**config.mk**
```make
export PLATFORM = sky130hd
export DESIGN_NAME = elas_front
export DESIGN_NICKNAME = d
export VERILOG_FILES = /design/src/rtl/core/elas_pkg.sv /design/src/rtl/core/elas_front.sv
export SDC_FILE = /design/constraint.sdc
export NUM_CORES = 1
export LEC_CHECK = 0
export BUFFER_PORTS_ARGS = -buffer_cell sky130_fd_sc_hd__buf_2
export CAP_MARGIN = 0
export CORE_UTILIZATION = 38
export DETAILED_ROUTE_END_ITERATION = 10
export PLACE_DENSITY = 0.63
export SLEW_MARGIN = 20
export SYNTH_ARGS = -nofsm -noshare
export SYNTH_HDL_FRONTEND = slang
export SYNTH_SLANG_ARGS = --single-unit
```
**constraint.sdc**
```tcl
create_clock -name clk -period 8.5 [get_ports clk]
set_clock_uncertainty 0.1 [all_clocks]
set_input_delay 0 -clock clk [delete_from_list [all_inputs] [get_ports clk]]
set_output_delay 0 -clock clk [all_outputs]
set_load 0.05 [all_outputs]
```
**src/rtl/core/elas_pkg.sv**
```systemverilog
// Shared types, register indexes and the arctangent table for the edge length unit.
`timescale 1ns / 1ps

package elas_pkg;

    localparam int CFG_IDX_W = 3;
    localparam int CFG_DATA_W = 14;
    localparam int SPEED_W = 14;
    localparam int WALK_W = 10;
    localparam int QDEPTH = 4;
    localparam int QPTR_W = 2;
    localparam int QCNT_W = 3;

    localparam logic [CFG_IDX_W-1:0] REG_MOTORWAY = 3'd0;
    localparam logic [CFG_IDX_W-1:0] REG_PRIMARY = 3'd1;
    localparam logic [CFG_IDX_W-1:0] REG_SECONDARY = 3'd2;
    localparam logic [CFG_IDX_W-1:0] REG_RESIDENTIAL = 3'd3;
    localparam logic [CFG_IDX_W-1:0] REG_WALKING = 3'd4;

    typedef struct packed {
        logic [SPEED_W-1:0] car_speed;
        logic [WALK_W-1:0]  foot_speed;
        logic [1:0]         access;
    } side_t;

    // one classified edge as it sits in the queue
    typedef struct packed {
        logic [27:0] lat1_mag;
        logic [27:0] lat2_mag;
        logic [27:0] dlat_mag;
        logic [29:0] dlon;
        side_t       side;
    } item_t;

    // atan(2^-i) in Q30
    function automatic logic [30:0] atan_q30(input int unsigned i);
        logic [30:0] v;
        case (i)
            0: v = 31'd843314857;
            1: v = 31'h1DAC6705;
            2: v = 31'h0FADBAFC;
            3: v = 31'h07F56EA6;
            4: v = 31'h03FEAB76;
            5: v = 31'h01FFD55B;
            6: v = 31'h00FFFAAA;
            7: v = 31'h007FFF55;
            8: v = 31'h003FFFEA;
            9: v = 31'h001FFFFD;
            10: v = 31'd1048576;
            default:
            begin
                if (i <= 30)
                    v = 31'd1 << (30 - i);
                else
                    v = '0;
            end
        endcase
        return v;
    endfunction

endpackage

```
**src/rtl/core/elas_front.sv**
```systemverilog
// Front end: configuration registers, edge acceptance, latitude clamping and speed lookup.
`timescale 1ns / 1ps

module elas_front (
    input  logic                              clk,
    input  logic                              rst_n,
    input  logic                              start,
    input  logic                              full,
    input  logic signed [27:0]                start_lat_udeg,
    input  logic signed [28:0]                start_lon_udeg,
    input  logic signed [27:0]                end_lat_udeg,
    input  logic signed [28:0]                end_lon_udeg,
    input  logic [3:0]                        road_kind,
    input  logic                              car_allowed,
    input  logic                              foot_allowed,
    input  logic                              cfg_valid,
    input  logic [elas_pkg::CFG_IDX_W-1:0]    cfg_index,
    input  logic [elas_pkg::CFG_DATA_W-1:0]   cfg_data,
    output logic                              cfg_ready,
    output logic                              busy,
    output logic                              push,
    output elas_pkg::item_t                   item
);

    localparam logic signed [27:0] LAT_MAX = 28'sd90000000;
    localparam logic signed [27:0] LAT_MIN = -28'sd90000000;

    logic [elas_pkg::SPEED_W-1:0] speed_reg [4];
    logic [elas_pkg::WALK_W-1:0]  walk_reg;

    logic signed [27:0] lat1_c;
    logic signed [27:0] lat2_c;
    logic signed [28:0] dlat;
    logic signed [29:0] dlon;

    assign cfg_ready = 1'b1;
    assign busy = full;
    assign push = start && !full;

    always_ff @(posedge clk or negedge rst_n)
    begin
        if (!rst_n)
        begin
            speed_reg[0] <= 14'd2778;
            speed_reg[1] <= 14'd2222;
            speed_reg[2] <= 14'd1667;
            speed_reg[3] <= 14'd1389;
            walk_reg <= 10'd140;
        end
        else if (cfg_valid && cfg_ready)
        begin
            case (cfg_index)
                elas_pkg::REG_MOTORWAY:    speed_reg[0] <= cfg_data;
                elas_pkg::REG_PRIMARY:     speed_reg[1] <= cfg_data;
                elas_pkg::REG_SECONDARY:   speed_reg[2] <= cfg_data;
                elas_pkg::REG_RESIDENTIAL: speed_reg[3] <= cfg_data;
                elas_pkg::REG_WALKING:     walk_reg <= cfg_data[elas_pkg::WALK_W-1:0];
                default:
                begin
                end
            endcase
        end
    end

    always_comb
    begin
        lat1_c = start_lat_udeg;
        if (start_lat_udeg > LAT_MAX)
            lat1_c = LAT_MAX;
        else if (start_lat_udeg < LAT_MIN)
            lat1_c = LAT_MIN;
        lat2_c = end_lat_udeg;
        if (end_lat_udeg > LAT_MAX)
            lat2_c = LAT_MAX;
        else if (end_lat_udeg < LAT_MIN)
            lat2_c = LAT_MIN;

        dlat = 29'(lat2_c) - 29'(lat1_c);
        dlon = 30'(end_lon_udeg) - 30'(start_lon_udeg);

        item.lat1_mag = lat1_c[27] ? 28'(-lat1_c) : 28'(lat1_c);
        item.lat2_mag = lat2_c[27] ? 28'(-lat2_c) : 28'(lat2_c);
        item.dlat_mag = dlat[28] ? 28'(-dlat) : 28'(dlat);
        item.dlon = dlon;

        item.side.car_speed = '0;
        if (car_allowed && (road_kind inside {[4'd0:4'd3]}))
            item.side.car_speed = speed_reg[road_kind[1:0]];
        item.side.foot_speed = foot_allowed ? walk_reg : '0;
        item.side.access = {foot_allowed, car_allowed};
    end

endmodule

```
-- Word level (Yosys, flattened, before mapping)
Index checks and enable logic that the tools add are counted.
- bitwise logic cells: 1
- $lt $le $gt $ge: 7
- eq/ne operators: 4
- muxes and demuxes: 12
- reduce and logical (&&, ||, !) cells: 10
- $add $sub $neg: 5
- operators with widths (operator ; number):
    two-way mux 28 bit ; 7
    negator 28 bit ; 3
    > comparator 28 bit (second input constant) ; 2
    < comparator 28 bit (second input constant) ; 2
    two-way mux 14 bit ; 3
    subtractor 29 x 29 -> 30 bit ; 1
    subtractor 28 x 28 -> 29 bit ; 1
    binary-select mux 14 bit (select 2 bit) ; 1
    two-way mux 10 bit ; 1
    AND reduction 2 bit ; 5
    == test 3 x 2 -> 1 bit (second input constant) ; 2
    >= comparator 4 x 1 -> 1 bit (second input constant) ; 1
    <= comparator 4 x 2 -> 1 bit (second input constant) ; 1
    == test 3 x 1 -> 1 bit (second input constant) ; 1
    == test 3 bit (second input constant) ; 1
    >= comparator 3 bit (second input constant) ; 1
    logical AND 1 bit ; 3
    zero test 3 bit ; 1
    inverter 2 -> 3 bit ; 1
    zero test 1 bit ; 1
- logic and storage cells: 44
- output and inout bits: 143
- bits in registers: 66
- bits of input ports: 142

-- Depth between registers and ports, before layout
- depth after elaboration: 6
- mapped depth: 34
- depth with buffers taken out: 31

-- Worst setup path before layout
No wires, ideal clock.
- path type: input-to-output
- start: input port end_lat_udeg[7]
- end: output port item[57] in the netlist's numbering
- path buffers: 3
- cell stages on the path: 33
- data required time: 8400 ps
- data arrival time: 6629 ps
- path slack: 1771 ps
- cells stage by stage: a21oi_1 nor2_1 o211a_1 o21a_1 o21ai_0 nand3b_1 a21o_1 a21oi_1 nor2b_1 o21ai_0 ha_1 clkbuf_1 inv_1 clkbuf_1 and3_1 inv_1 ha_1 inv_1 fa_1 a21o_1 a21oi_1 o21ai_0 a31oi_1 maj3_1 o211ai_1 nand3_1 o211ai_2 o311ai_1 a21o_1 nor2b_1 a21o_1 clkbuf_1 o21ai_0
- RTL lines (what ; RTL line ; text):
    start: declaration ; elas_front.sv:11 ; input logic signed [27:0] end_lat_udeg,
    end: declaration ; elas_front.sv:22 ; output elas_pkg::item_t item

==> key figures <==
Outcome
  • Outcome: finished clean

Yosys
  • Post-synth top flop: dfrtp_1
  • Yosys warns: 0
  • Seq cells post-synth: 66
  • Sequential share of the synthesized area: approximately a fifth
  • Top cells by area, synth: dfrtp_1 (10%), mux2_2 (8.2%), dfstp_2 (8.1%), ha_1 (7.7%), xnor2_1 (7.1%)
  • Dominant cell type by area after synthesis: dfrtp_1
  • Syn nets: about 1300
  • Synth top cells by count: nor2_1 (138), nand2_1 (87), a21oi_1 (78)
  • Post-synth EDFFs: 0
  • Share of Yosys cell area claimed by the top area cell type: a little over a tenth
  • Post-Synthesis Cell Area: between 9000 and 10000 sq um
  • Ys async rst share: 100%
  • Cell with the most instances after synthesis: nor2_1
  • Netlist cell types: 94
  • Cells after Synth: between 1000 and 1500
  • Syn_area_per_cell: between 7 and 8 sq um

Global route
  • First-pass GRT wire length: 49100 microns
  • Initial antenna violation count: 5
  • Vias in the first global route: 9072
  • Gr ovfl total: 0
  • Pin count of the biggest net entering global routing: 67
  • Total track usage: roughly a quarter

Route
  • Via/cell ratio: between 5 and 6
  • Final ANT Viol Nets: 0
  • First-pass DRT Iterations: 5
  • Vias post-DR: 9803
  • DRT iter0 DRCs: between 600 and 700
  • Wirelength, routed: 31700 microns
  • DRC viols: 0
  • WL per Instance: 18.1 microns

Final layout
  • NumNets Final: between 1500 and 2000
  • Final Instance Area: 11200 sq um
  • Layout cells sized above 1: approximately a third
  • Area grow syn2layout: 24.0%
  • Largest register FFs: 56

Timing
  • Relative slew slack: a little over a third
  • Final Max Slew Viols: 0
  • TNS Setup: 0 ns
  • Fin crit share: a little over four fifths
  • FMAX: around 140 MHz
  • Final setup vio count: 0
  • Min Tclk post-route: 7.17 ns
  • RSZ-0062 raised after global routing: no
  • Hold Fails Final Rpt: 0
  • Least-Margin Pin Slew: 0.960 ns

Clocking
  • Max Root-Sink Buffers: 2
  • Post-CTS Setup Inserts: 0
  • CTS tree: yes
  • Worst-skew pair later-pin latency: roughly 0.32 ns
  • Clock root buffer: clkbuf_16
  • CTS sink count: 66
  • Clock buffer count from CTS: 9
  • CTS H-tree depth: 3
  • Clock transition at the registers of the reported paths: about 0.05 ns

Setup path
  • Crit. End Element: output pin
  • CP max FO: 33
  • Crit path required time: about 8.4 ns
  • Bufs and invs on worst path: 5
  • Startpoint type of the worst setup path: primary input
  • Worst path max stage delay: approximately 0.5 ns
  • Worst-path cell with the longest stage delay: nor4_1
  • CP arrival: ~7 ns
  • CP top delay family: simple AND/OR/NAND/NOR gates
  • WS Path Type: primary input to output pin

Floorplanning
  • Row Count: 56
  • Die width: roughly 160 microns
  • # IOs: roughly 290
  • Core ar.: around 23000 sq um
  • Initial Util: 38.7%
  • Die Height: ~160 microns
  • Die area: around 24000 sq um

Placement
  • Gpl congestion: approximately 0.99
  • Port Buf Inserts: 283
  • Placed Area: between 10000 and 15000 sq um
  • Post-DP HPWL: between 20000 and 30000 microns

Power and ir drop
  • Peak VDD IR: about 0.00016 V
  • Cell leakage power: 5.19 nW
  • Power density over the cells: between 200 and 250 nW/um^2

Worst hold path
  • Hold WC Path Type: primary input to flop

Run
  • Maximum Capacitance Violations: 0
final cells by class:
type	instances	area, sq um
clock buffers	13	250
multi-input cells	977	6970
clock inverters	3	40.0
well taps	319	399
diodes	2	5.00
flip-flops and latches	66	1690
inverters	63	236
repair buffers	309	1650
fillers	2392	12200
where the power goes:
| group | internal [mW] | leakage (nW) | switching, mW |
|---|---|---|---|
| clock | 0.234 | 0.144 | 0.124 |
| combinational | 0.524 | 4.29 | 1.23 |
| sequential | 0.405 | 0.750 | 0.0336 |
| total | 1.16 | 5.19 | 1.39 |
cell families after synthesis:
kind of cell	synth area share (%)
AOI/OAI and AO/OA	20.7
DFF	18.6
and+or+nand+nor	25.0
adders and majority gates	8.41
muxes	11.8
buffers and inverters	4.79
other	0.0414
xor gates and xnor gates	10.6
metal layers:
| layer | global-route usage [%] | vias up | share of wire (%) |
|---|---|---|---|
| li1 | - | 4718 | - |
| met1 | 33.5 | 4649 | 43 |
| met2 | 42.6 | 384 | 46 |
| met3 | 5.21 | 46 | 8.3 |
| met4 | 6.63 | 6 | 1.9 |
| met5 | 0 | - | 0.11 |
timing repair:
action                                 CTS  global route
endpoints found under the hold margin  104             0
hold buffers                            15             0
gates resized for setup                  0             0
worst paths after layout:
check                             startpoint            end  slack, ns  cells past startpoint
max                        start_lat_udeg[7]       item[83]       1.33                     32
min                             cfg_index[1]    walk_reg[5]       0.20                      4
max reg2reg                    speed_reg[37]  speed_reg[37]       7.63                      1
min reg2reg                      walk_reg[1]    walk_reg[1]       0.40                      1
max in group asynchronous              rst_n  speed_reg[28]       7.49                      3
min in group asynchronous              rst_n  speed_reg[38]       0.28                      3
metrics by stage:
step / util (%) / hold slack [ns] / instances / setup slack, ns / power (mW)
6_report: 48.0 / 0.203 / 1752 / 1.33 / 2.55
5_1_grt: 48.0 / 0.213 / 1751 / 0.925 / 2.69
4_1_cts: 48.0 / 0.194 / 1750 / 1.50 / 2.55
3_5_place_dp: 46.1 / 0.122 / 1719 / 1.51 / 2.18
3_3_place_gp: 46.1 / 0.127 / 1719 / 1.57 / 2.17
2_1_floorplan: - / -0.396 / 1149 / 1.77 / 1.77
cells in the final DEF, fill, tap and decap left out, types with 14 or more instances in the layout:
cell and n:
a21o_1 22, a21oi_1 78, dlygate4sd3_1 15, xor2_1 37, buf_2 283, xnor2_1 73
nand2_1 87, dfrtp_1 38, nand3_1 15, nor2_1 138, nor3_1 42, ha_1 56
mux4_2 14, and3_1 33, a31oi_1 14, and2_1 21, nor2b_1 28, mux2_2 66
inv_1 61, o21ai_0 59, dfstp_2 28
Power figures use the tool's default switching activity.
