--- src/rtl/core/elas_pkg.sv ---
// Shared types, register indexes and the arctangent table for the edge length unit.
`timescale 1ns / 1ps

package elas_pkg;

    localparam int CFG_IDX_W = 3;
    localparam int CFG_DATA_W = 14;
    localparam int SPEED_W = 14;
    localparam int WALK_W = 10;
    localparam int QDEPTH = 4;
    localparam int QPTR_W = 2;
    localparam int QCNT_W = 3;

    localparam logic [CFG_IDX_W-1:0] REG_MOTORWAY = 3'd0;
    localparam logic [CFG_IDX_W-1:0] REG_PRIMARY = 3'd1;
    localparam logic [CFG_IDX_W-1:0] REG_SECONDARY = 3'd2;
    localparam logic [CFG_IDX_W-1:0] REG_RESIDENTIAL = 3'd3;
    localparam logic [CFG_IDX_W-1:0] REG_WALKING = 3'd4;

    typedef struct packed {
        logic [SPEED_W-1:0] car_speed;
        logic [WALK_W-1:0]  foot_speed;
        logic [1:0]         access;
    } side_t;

    // one classified edge as it sits in the queue
    typedef struct packed {
        logic [27:0] lat1_mag;
        logic [27:0] lat2_mag;
        logic [27:0] dlat_mag;
        logic [29:0] dlon;
        side_t       side;
    } item_t;

    // atan(2^-i) in Q30
    function automatic logic [30:0] atan_q30(input int unsigned i);
        logic [30:0] v;
        case (i)
            0: v = 31'd843314857;
            1: v = 31'h1DAC6705;
            2: v = 31'h0FADBAFC;
            3: v = 31'h07F56EA6;
            4: v = 31'h03FEAB76;
            5: v = 31'h01FFD55B;
            6: v = 31'h00FFFAAA;
            7: v = 31'h007FFF55;
            8: v = 31'h003FFFEA;
            9: v = 31'h001FFFFD;
            10: v = 31'd1048576;
            default:
            begin
                if (i <= 30)
                    v = 31'd1 << (30 - i);
                else
                    v = '0;
            end
        endcase
        return v;
    endfunction

endpackage

--- src/rtl/core/elas_fifo.sv ---
// Short queue between the front end and the arithmetic back end.
`timescale 1ns / 1ps

module elas_fifo (
    input  logic             clk,
    input  logic             rst_n,
    input  logic             push,
    input  elas_pkg::item_t  wdata,
    input  logic             pop,
    output elas_pkg::item_t  rdata,
    output logic             full,
    output logic             empty
);

    elas_pkg::item_t mem_reg [elas_pkg::QDEPTH];

    logic [elas_pkg::QPTR_W-1:0] wr_ptr_reg;
    logic [elas_pkg::QPTR_W-1:0] rd_ptr_reg;
    logic [elas_pkg::QCNT_W-1:0] count_reg;
    logic [elas_pkg::QCNT_W-1:0] count_next;

    assign full = (count_reg == elas_pkg::QCNT_W'(elas_pkg::QDEPTH));
    assign empty = (count_reg == '0);
    assign rdata = mem_reg[rd_ptr_reg];

    always_comb
    begin
        count_next = count_reg;
        if (push && !pop)
            count_next = count_reg + 1'b1;
        else if (pop && !push)
            count_next = count_reg - 1'b1;
    end

    always_ff @(posedge clk)
    begin
        if (push)
            mem_reg[wr_ptr_reg] <= wdata;
    end

    always_ff @(posedge clk or negedge rst_n)
    begin
        if (!rst_n)
        begin
            wr_ptr_reg <= '0;
            rd_ptr_reg <= '0;
            count_reg <= '0;
        end
        else
        begin
            if (push)
                wr_ptr_reg <= wr_ptr_reg + 1'b1;
            if (pop)
                rd_ptr_reg <= rd_ptr_reg + 1'b1;
            count_reg <= count_next;
        end
    end

`ifndef NO_ASSERTIONS
    a_no_overflow: assert property (@(posedge clk) disable iff (!rst_n) push |-> !full)
        else $error("queue written while full");
    a_count_up: assert property (@(posedge clk) disable iff (!rst_n)
        (push && !pop) |=> (count_reg == $past(count_reg) + 3'd1))
        else $error("queue count did not rise on push");
    a_count_down: assert property (@(posedge clk) disable iff (!rst_n)
        (pop && !push) |=> (count_reg == $past(count_reg) - 3'd1))
        else $error("queue count did not fall on pop");
`endif

endmodule

--- config.mk ---
export PLATFORM = sky130hd
export DESIGN_NAME = elas_fifo
export DESIGN_NICKNAME = d
export VERILOG_FILES = /design/src/rtl/core/elas_pkg.sv /design/src/rtl/core/elas_fifo.sv
export SDC_FILE = /design/constraint.sdc
export NUM_CORES = 1
export LEC_CHECK = 0
export ABC_AREA = 1
export BUFFER_PORTS_ARGS = -buffer_cell sky130_fd_sc_hd__buf_2
export CAP_MARGIN = 5
export CORE_MARGIN = 5
export CORE_UTILIZATION = 52
export DETAILED_ROUTE_END_ITERATION = 12
export PLACE_DENSITY = 0.71
export REMOVE_ABC_BUFFERS = 1
export SLEW_MARGIN = 20
export SYNTH_ARGS = -nofsm -noshare
export SYNTH_HDL_FRONTEND = slang
export SYNTH_SLANG_ARGS = --single-unit
--- constraint.sdc ---
create_clock -name clk -period 4.1 [get_ports clk]
set_input_delay 0.41 -clock clk [delete_from_list [all_inputs] [get_ports clk]]
set_output_delay 0.41 -clock clk [all_outputs]
set_load 0.01 [all_outputs]
### Word-level counts from Yosys, hierarchy flattened

Memory sizes are Yosys's and may differ from the RTL's.
Index checks and enable logic that the tools add are counted.
Widths: inputs -> output; s select.

| word-level totals | value |
|---|---|
| flip-flop bits (word level) | 7 |
| memory bits (writable) | 560 |
| input bits | 144 |
| output and inout port bits | 142 |
| memories kept | 1 |

Memory list:

| memory | depth | width | rd ports | clocked after Yosys merged registers in | write ports | RTL line | RTL |
|---|---|---|---|---|---|---|---|
| mem_reg | 4 | 140 | 1 | 0 | 1 | elas_fifo.sv:15 | `elas_pkg::item_t mem_reg [elas_pkg::QDEPTH];` |

| cells by class | value |
|---|---|
| add/sub/neg operators | 4 |
| equality and inequality tests | 1 |
| mux-type cells | 4 |
| reductions and logical operators | 6 |

Operators by type and width:

| operator | count |
|---|---|
| $mux 3 | 2 |
| $add 2x1->2 const B | 2 |
| $add 3x1->3 const B | 1 |
| $eq 3x3->1 const B | 1 |
| $logic_not 3->1 | 1 |
| $sub 3x1->3 const B | 1 |
| $logic_and 1x1->1 | 2 |
| $logic_not 1->1 | 2 |
| $mux 1 | 2 |
| $reduce_bool 2->1 | 1 |

### Logic depth before layout (Yosys ltp)

Gate-level depths: netlist of the first run.

| logic depth | value |
|---|---|
| word-level depth | 4 |
| gate-level depth with buffers | 9 |
| depth with buffers taken out | 9 |

### Worst setup path before layout of the first run

Ideal clock, no wire load.

| path | value |
|---|---|
| path kind | input-to-reg |
| from | input push |
| to | memory mem_reg[0][0] (netlist name) (enable) |
| setup time | 0.493 ns |
| data arrival time | 3.408 ns |
| path slack | 0.198 ns |
| stages on the path | 3 |
| buffers on the path | 1 |
| cell sequence | clkbuf_1 -> nand2_1 -> inv_1 |

| on the way | value |
|---|---|
| cells in the longest elaborated chain, start to end | 2 |

Ends and longest elaborated chain:

| element | RTL line | RTL |
|---|---|---|
| from (decl) | elas_fifo.sv:7 | `input logic push,` |
| $mux 1 | elas_fifo.sv:37 | `if (push)` |
| $mux 1 (implied by the code) | elas_fifo.sv:38 | `mem_reg[wr_ptr_reg] <= wdata;` |
| to (decl) | elas_fifo.sv:15 |  |

No other way between the ends.

==> impl_table.tex, run 1 <==
\begin{tabular}{lr}
\hline
Metric & Value \\
\hline
\multicolumn{2}{l}{\textbf{CTS}} \\
Maximum level of the CTS H-tree & 2 \\
Maximum number of buffers from clock root to sink & 3 \\
Clk sink count & around 570 \\
Clock transition at the registers of the reported paths & 60 ps \\
CTS tree & done \\
Number of gates resized after CTS & 0 \\
Clock latency reported for the late side of the worst-skew pair & between 500 and 600 ps \\
CTS root buf & clkbuf\_16 \\
Number of buffers created by CTS & 56 \\
\multicolumn{2}{l}{\textbf{Power}} \\
Pwr per Cell Area & $\sim$730 nW/um\^{}2 \\
VDD IR max & approximately 0.73 mV \\
Pleak & 10.88 nW \\
\multicolumn{2}{l}{\textbf{Placement}} \\
Count of buffers from port buffering & roughly 290 \\
Final HPWL DP & roughly 28000 microns \\
Placed cell area & between 20000 and 30000 sq um \\
Routability congestion estimate from global placement & between 0.7 and 0.8 \\
\multicolumn{2}{l}{\textbf{STA}} \\
Clock Skews & around 8.9 ps \\
Setup repair after global routing missed its margin & false \\
Final slew viol count & 0 \\
Final critical-path required period & 2982 ps \\
Top achievable clock speed & approximately 340 MHz \\
Tightest Pin Transition & 946.9 ps \\
Final Cycle Share & 72.73\% \\
Aggregate negative setup slack & 0 ps \\
Fin Hold WS & 40.46 ps \\
Number of endpoints failing setup at the final stage & 0 \\
Max-Slew Margin vs Limit & between 30\% and 40\% \\
Final hold viol count & 0 \\
\multicolumn{2}{l}{\textbf{Detailed routing}} \\
Met1 layer wirelength in the final routing & around 20000 microns \\
Number of nets with antenna violations after routing & 0 \\
Mean routed wirelength per cell & about 18 microns \\
Met3 routed wirelength & around 3000 microns \\
Via density per instance & approximately 5.1 \\
Top routing layer in use & met5 \\
Routed length on met2 & between 20000 and 25000 microns \\
DRC viols & 0 \\
Total detailed-routing wirelength & 47300 microns \\
Starting DRC count in detailed routing & roughly 950 \\
Number of optimization iterations in the first detailed-route pass & 5 \\
Count of vias placed by the detailed router & 13320 \\
\multicolumn{2}{l}{\textbf{Finish}} \\
Flip-flop count of the largest register after layout & 560 \\
Fillcell total & between 3000 and 4000 \\
Footprint of the flip-flops and latches & 17000 sq um \\
Summed area of non-filler cells in the final layout & roughly 27000 sq um \\
Most frequent cells in the layout & edfxtp\_1, nand2\_1, inv\_1 \\
Most common cell after layout, fill and taps aside & edfxtp\_1 \\
Area of the multi-input gates & about 4600 sq um \\
Area growth syn-to-layout & 15.97\% \\
Ratio of cells with drive above 1 in the final layout & 26.42\% \\
Nets & $\sim$2100 \\
\multicolumn{2}{l}{\textbf{Floorplanning}} \\
Placeable Area & $\sim$44000 sq um \\
Boundary pin count & between 200 and 300 \\
Initial cell density of the core & approximately 53\% \\
Row count & 77 \\
Die Ht & 221.7 microns \\
Horizontal extent of the die & 221.7 microns \\
Die area & between 40000 and 50000 sq um \\
\multicolumn{2}{l}{\textbf{Logic synthesis}} \\
Count of different cell masters after synthesis & 19 \\
Flop and latch count out of synthesis & roughly 570 \\
Sequential share of the synthesized area & between 70\% and 80\% \\
Largest cells by area after synthesis & edfxtp\_1, o211ai\_2, nand2\_1 \\
Syn Std Cell Area & around 23000 sq um \\
Number of cells produced by synthesis & roughly 1700 \\
Synthesized area per cell & around 14 sq um \\
Largest area contributor in the synthesized netlist & edfxtp\_1 \\
Synth Warn \# & 0 \\
Area fraction of the dominant cell type after synthesis & between 70\% and 80\% \\
\multicolumn{2}{l}{\textbf{Worst setup path}} \\
Worst EP arrival & roughly 2600 ps \\
Kind of critical path & reg2out \\
Critical path startpoint category & register \\
Endpoint kind of the worst setup timing path & output port \\
Crit-path max FO & 78 \\
Critical path required time & between 3000 and 4000 ps \\
\multicolumn{2}{l}{\textbf{GRT}} \\
Antenna violations before repair & 7 \\
Pin count of the biggest net entering global routing & 141 \\
Global-route wire length before repair & around 74000 microns \\
Final global-route overflow total & 0 \\
Total GRT Usage & roughly a fifth \\
Via count of the first global-routing pass & approximately 13000 \\
\multicolumn{2}{l}{\textbf{Hold path}} \\
Class of the most critical hold timing path & in2reg \\
\multicolumn{2}{l}{\textbf{Run status}} \\
Run status & completed \\
\multicolumn{2}{l}{\textbf{Job}} \\
Number of maximum-capacitance constraint violations & 0 \\
\hline
\end{tabular}
[final timing paths]
path                                     from         endpoint  slack [ps]  cells past startpoint
worst max-delay path            rd_ptr_reg[1]        rdata[73]        1120                      5
worst min-delay path                wdata[90]   mem_reg[3][90]          40                      1
worst max register to register  wr_ptr_reg[0]  mem_reg[0][123]        1880                      5
worst min register to register   count_reg[2]     count_reg[2]         510                      2
max in group asynchronous               rst_n    rd_ptr_reg[1]        3750                      2
min in group asynchronous               rst_n     count_reg[1]         180                      2
[through the flow]
stage / utilization, % / setup slack [ps] / std cells / power, W
2_1_floorplan: - / -7709 / 1587 / 0.01163
5_1_grt: 61.09 / 928.7 / 2603 / 0.02089
3_5_place_dp: 56.83 / 1702 / 2487 / 0.01509
3_3_place_gp: 56.83 / 1721 / 2487 / 0.01492
6_report: 61.09 / 1118 / 2603 / 0.01972
4_1_cts: 61.08 / 1056 / 2602 / 0.02001
[cell usage after synthesis]
cell type / n
buf_4: 6
dfrtp_1: 7
buf_6: 25
o211ai_2: 139
nand3_1: 1
ha_1: 5
edfxtp_1: 560
nand4_1: 1
clkbuf_1: 5
inv_2: 1
nand2_1: 433
inv_1: 291
xnor2_1: 1
fa_1: 1
xor2_1: 3
o21ai_0: 1
nor3_1: 2
buf_2: 59
o211ai_1: 141
[metal layers]
layer	track usage (%)	vias up
met5	0	-
met4	5.488	12
met3	4.899	82
met2	30.90	320
met1	25.31	6468
li1	-	6442
[area by class of cell]
type | instances | area share, %
well taps | 592 | 2.742
clock buffers | 69 | 5.447
clock inverters | 33 | 1.042
inverters | 292 | 4.159
flip-flops and latches | 567 | 62.92
repair buffers | 321 | 6.771
diodes | 1 | 0.009263
multi-input cells | 728 | 16.91
[worst max-delay path, cell delays in order (launching register included)]
cell and delay, ps:
dfrtp_4 510, inv_8 570, buf_4 490, o211ai_2 150, nand2_1 90, buf_2 130
[kinds of logic (layout without fill, tap and decap cells)]
logic type | after synthesis | after routing | synth area share [%]
AOI/OAI and AO/OA | 281 | 281 | 12.03
and+or+nand+nor | 437 | 437 | 7.068
other | 0 | 1 | 0
DFF | 567 | 567 | 72.94
xor gates and xnor gates | 4 | 4 | 0.1504
buffers and inverters | 387 | 715 | 7.455
adders and majority gates | 6 | 6 | 0.3545
[power by group]
| group | internal (W) | switching, W |
|---|---|---|
| combinational | 0.00230 | 0.00459 |
| clock | 0.00285 | 0.00204 |
| sequential | 0.00759 | 0.000371 |
[repair_timing]
| item | 4_1_cts | 5_1_grt |
|---|---|---|
| buffers inserted | 0 | 0 |
| endpoints found under the hold margin | 50 | 0 |
| hold buffers | 13 | 0 |
No activity file was read; power rests on OpenSTA's default activity.
==> inputs of run 2 (changes only) <==
--- a/config.mk
+++ b/config.mk
@@ -9,9 +9,9 @@
 export BUFFER_PORTS_ARGS = -buffer_cell sky130_fd_sc_hd__buf_2
 export CAP_MARGIN = 5
 export CORE_MARGIN = 5
-export CORE_UTILIZATION = 52
+export CORE_UTILIZATION = 55
 export DETAILED_ROUTE_END_ITERATION = 12
-export PLACE_DENSITY = 0.71
+export PLACE_DENSITY = 0.72
 export REMOVE_ABC_BUFFERS = 1
 export SLEW_MARGIN = 20
 export SYNTH_ARGS = -nofsm -noshare
==> constraint.sdc (replaced) <==
create_clock -name clk -period 2.8 [get_ports clk]
set_input_delay 0.28 -clock clk [delete_from_list [all_inputs] [get_ports clk]]
set_output_delay 0.28 -clock clk [all_outputs]
set_load 0.01 [all_outputs]
==> run 2 against run 1 <==
Sequential share of layout area decreased by 3.3 points; largest power group unchanged; wire length increased by 4.0%; critical path depth increased by 1; first-iteration DRC count increased by 7.7%; register-to-register slack got worse by 970 ps.
==> impl_table.tex, run 2 (synthesis gave the netlist of run 1 again) <==
\begin{tabular}{lr}
\hline
Metric & Value \\
\hline
\multicolumn{2}{l}{\textbf{STA}} \\
Final hold viol count & 0 \\
Clock Skews & about 13 ps \\
Top achievable clock speed & roughly 390 MHz \\
Max-Slew Margin vs Limit & roughly half \\
Final slew viol count & 0 \\
Tightest Pin Transition & 763.0 ps \\
Number of endpoints failing setup at the final stage & 0 \\
Final Cycle Share & about nine tenths \\
Fin Hold WS & 83.19 ps \\
Final critical-path required period & 2554 ps \\
Setup repair after global routing missed its margin & false \\
\multicolumn{2}{l}{\textbf{Detailed routing}} \\
Mean routed wirelength per cell & roughly 18 microns \\
Total detailed-routing wirelength & roughly 50000 microns \\
Count of vias placed by the detailed router & around 14000 \\
Starting DRC count in detailed routing & $\sim$1000 \\
Via density per instance & approximately 5.2 \\
Number of optimization iterations in the first detailed-route pass & 5 \\
DRC viols & 0 \\
Number of nets with antenna violations after routing & 0 \\
\multicolumn{2}{l}{\textbf{Floorplanning}} \\
Die Ht & around 220 microns \\
Die area & 46570 sq um \\
Row count & 75 \\
Placeable Area & between 40000 and 50000 sq um \\
Horizontal extent of the die & 215.8 microns \\
Boundary pin count & 286 \\
Initial cell density of the core & 55.53\% \\
\multicolumn{2}{l}{\textbf{Worst setup path}} \\
Setup slack of the most critical reg-to-reg path & approximately 910 ps \\
Endpoint kind of the worst setup timing path & output port \\
Critical path startpoint category & register \\
CP endpoint & rdata[57] \\
Launch point of the worst path & rd\_ptr\_reg[0] \\
Worst EP arrival & 2270 ps \\
Start of the worst register-to-register path & wr\_ptr\_reg[0] \\
CP max-delay cell & dfrtp\_4 \\
Critical path required time & $\sim$2500 ps \\
Logic depth of the worst register-to-register path & 5 \\
Critical Path Stages & 6 \\
Kind of critical path & reg2out \\
Crit-path max FO & 56 \\
Count of buffering cells on the critical path with inverters included & 3 \\
Category of cells accounting for the largest share of critical-path delay & flip-flops \\
Delay of the slowest critical-path stage & approximately 700 ps \\
Endpoint of the lowest-slack register-to-register path & mem\_reg[0][130] \\
Worst path cell trace & buf\_12, buf\_12, nand2\_1, o211ai\_2, nand2\_1, buf\_2 \\
\multicolumn{2}{l}{\textbf{GRT}} \\
Antenna violations before repair & 5 \\
Via count of the first global-routing pass & roughly 14000 \\
Total GRT Usage & between 20\% and 30\% \\
Final global-route overflow total & 0 \\
Pin count of the biggest net entering global routing & roughly 140 \\
Global-route wire length before repair & just under 80000 microns \\
\multicolumn{2}{l}{\textbf{Power}} \\
Switch share & approximately 36\% \\
Sw power & approximately 0.010 W \\
Pleak & between 10 and 15 nW \\
VDD IR max & 0.8353 mV \\
Cell-internal power & between 0.015 and 0.02 W \\
Share of total power in combinational logic & 36.3\% \\
Power share of the sequential group & between 30\% and 40\% \\
Pwr per Cell Area & just over 1000 nW/um\^{}2 \\
Clock group share of total power & between 20\% and 30\% \\
\multicolumn{2}{l}{\textbf{Finish}} \\
Most frequent cells in the layout & edfxtp\_1, nand2\_1, inv\_1 \\
Summed area of non-filler cells in the final layout & about 29000 sq um \\
Non-filler cells in the finished layout & roughly 2700 \\
Footprint of the flip-flops and latches & around 17000 sq um \\
Area growth syn-to-layout & 22.47\% \\
Flip-flop count of the largest register after layout & 560 \\
Most common cell after layout, fill and taps aside & edfxtp\_1 \\
Nets & 2262 \\
Fillcell total & around 2800 \\
Core Util, Final & approximately two thirds \\
Area of the multi-input gates & 4567 sq um \\
Ratio of cells with drive above 1 in the final layout & about a quarter \\
\multicolumn{2}{l}{\textbf{Job}} \\
Number of maximum-capacitance constraint violations & 0 \\
\multicolumn{2}{l}{\textbf{Hold path}} \\
Class of the most critical hold timing path & in2async \\
\multicolumn{2}{l}{\textbf{CTS}} \\
Clock latency reported for the late side of the worst-skew pair & around 600 ps \\
Clock transition at the registers of the reported paths & 60 ps \\
CTS tree & done \\
Number of gates resized after CTS & 0 \\
CTS root buf & clkbuf\_16 \\
Maximum number of buffers from clock root to sink & 3 \\
Maximum level of the CTS H-tree & 2 \\
Number of buffers created by CTS & 56 \\
Clk sink count & 567 \\
\multicolumn{2}{l}{\textbf{Placement}} \\
Count of buffers from port buffering & between 200 and 300 \\
Final HPWL DP & 28740 microns \\
Placed cell area & approximately 25000 sq um \\
Routability congestion estimate from global placement & roughly 0.76 \\
Cell count after placement & 2450 \\
\multicolumn{2}{l}{\textbf{Run status}} \\
Run status & completed \\
\hline
\end{tabular}
-- run 2: changes by cell type in the layout (fill, tap and decap cells not counted) --
cell / delta
dlygate4sd3_1: +130
buf_12: +12
buf_4: +4
clkbuf_8: +3
clkinv_1: +3
clkinvlp_4: -3
diode_2: +3
bufinv_16: -2
clkbuf_1: -2
clkinv_4: +2
inv_6: +2
clkinv_2: +1
-- run 2: worst min-delay path by stage --
| stage | endpoint | slack [ps] | from |
|---|---|---|---|
| 2_1_floorplan | count_reg[0] | -20 | rst_n |
| 3_3_place_gp | count_reg[2] | 130 | rst_n |
| 3_5_place_dp | count_reg[2] | 130 | rst_n |
| 4_1_cts | count_reg[1] | 30 | rst_n |
| 5_1_grt | count_reg[1] | 70 | rst_n |
| 6_report | count_reg[1] | 80 | rst_n |
-- run 2: power by group through the flow --
stage	logic, W	registers (W)	clock network, W
global route	0.0118	0.0117	0.00766
finish	0.0107	0.0116	0.00712
floorplan	0.00433	0.0122	0
detailed placement	0.0106	0.0118	0
global placement	0.0105	0.0117	0
CTS	0.0108	0.0116	0.00724
-- run 2: layer usage --
metal  wire length [microns]  track usage (%)  vias up
met4                     825            5.505        2
met2                   24550            35.80      352
met5                      13                0        -
li1                        -                -     6734
met3                    2896            4.652       62
met1                   20910            27.45     6867
-- run 2: area by class of cell --
cell class / instances / share of cell area (%)
antenna: 4 / 0.03508
clock inverter: 36 / 0.8771
tap: 539 / 2.364
sequential: 567 / 59.58
multi-input combinational: 728 / 16.01
clock buffer: 70 / 5.276
timing repair buffer: 467 / 11.92
inverter: 292 / 3.938
-- run 2: worst register-to-register path: cells and delay by family, from the launching register on --
family / cells / cell delay (ps)
buf+inv: 3 / 900
fa+ha+maj: 1 / 150
flops: 1 / 420
simple gates: 1 / 100
-- run 2: through the flow --
step	setup slack (ps)	total power (W)	setup TNS [ps]
2_1_floorplan	-8879	0.01655	-1828770
3_3_place_gp	870.2	0.02217	0
3_5_place_dp	852.5	0.02240	0
4_1_cts	183.4	0.02969	0
5_1_grt	84.90	0.03115	0
6_report	246.4	0.02940	0
-- run 2: what timing repair did --
item	CTS	global route
hold buffers	143	0
endpoints found under the hold margin	570	0
buffers inserted	0	0
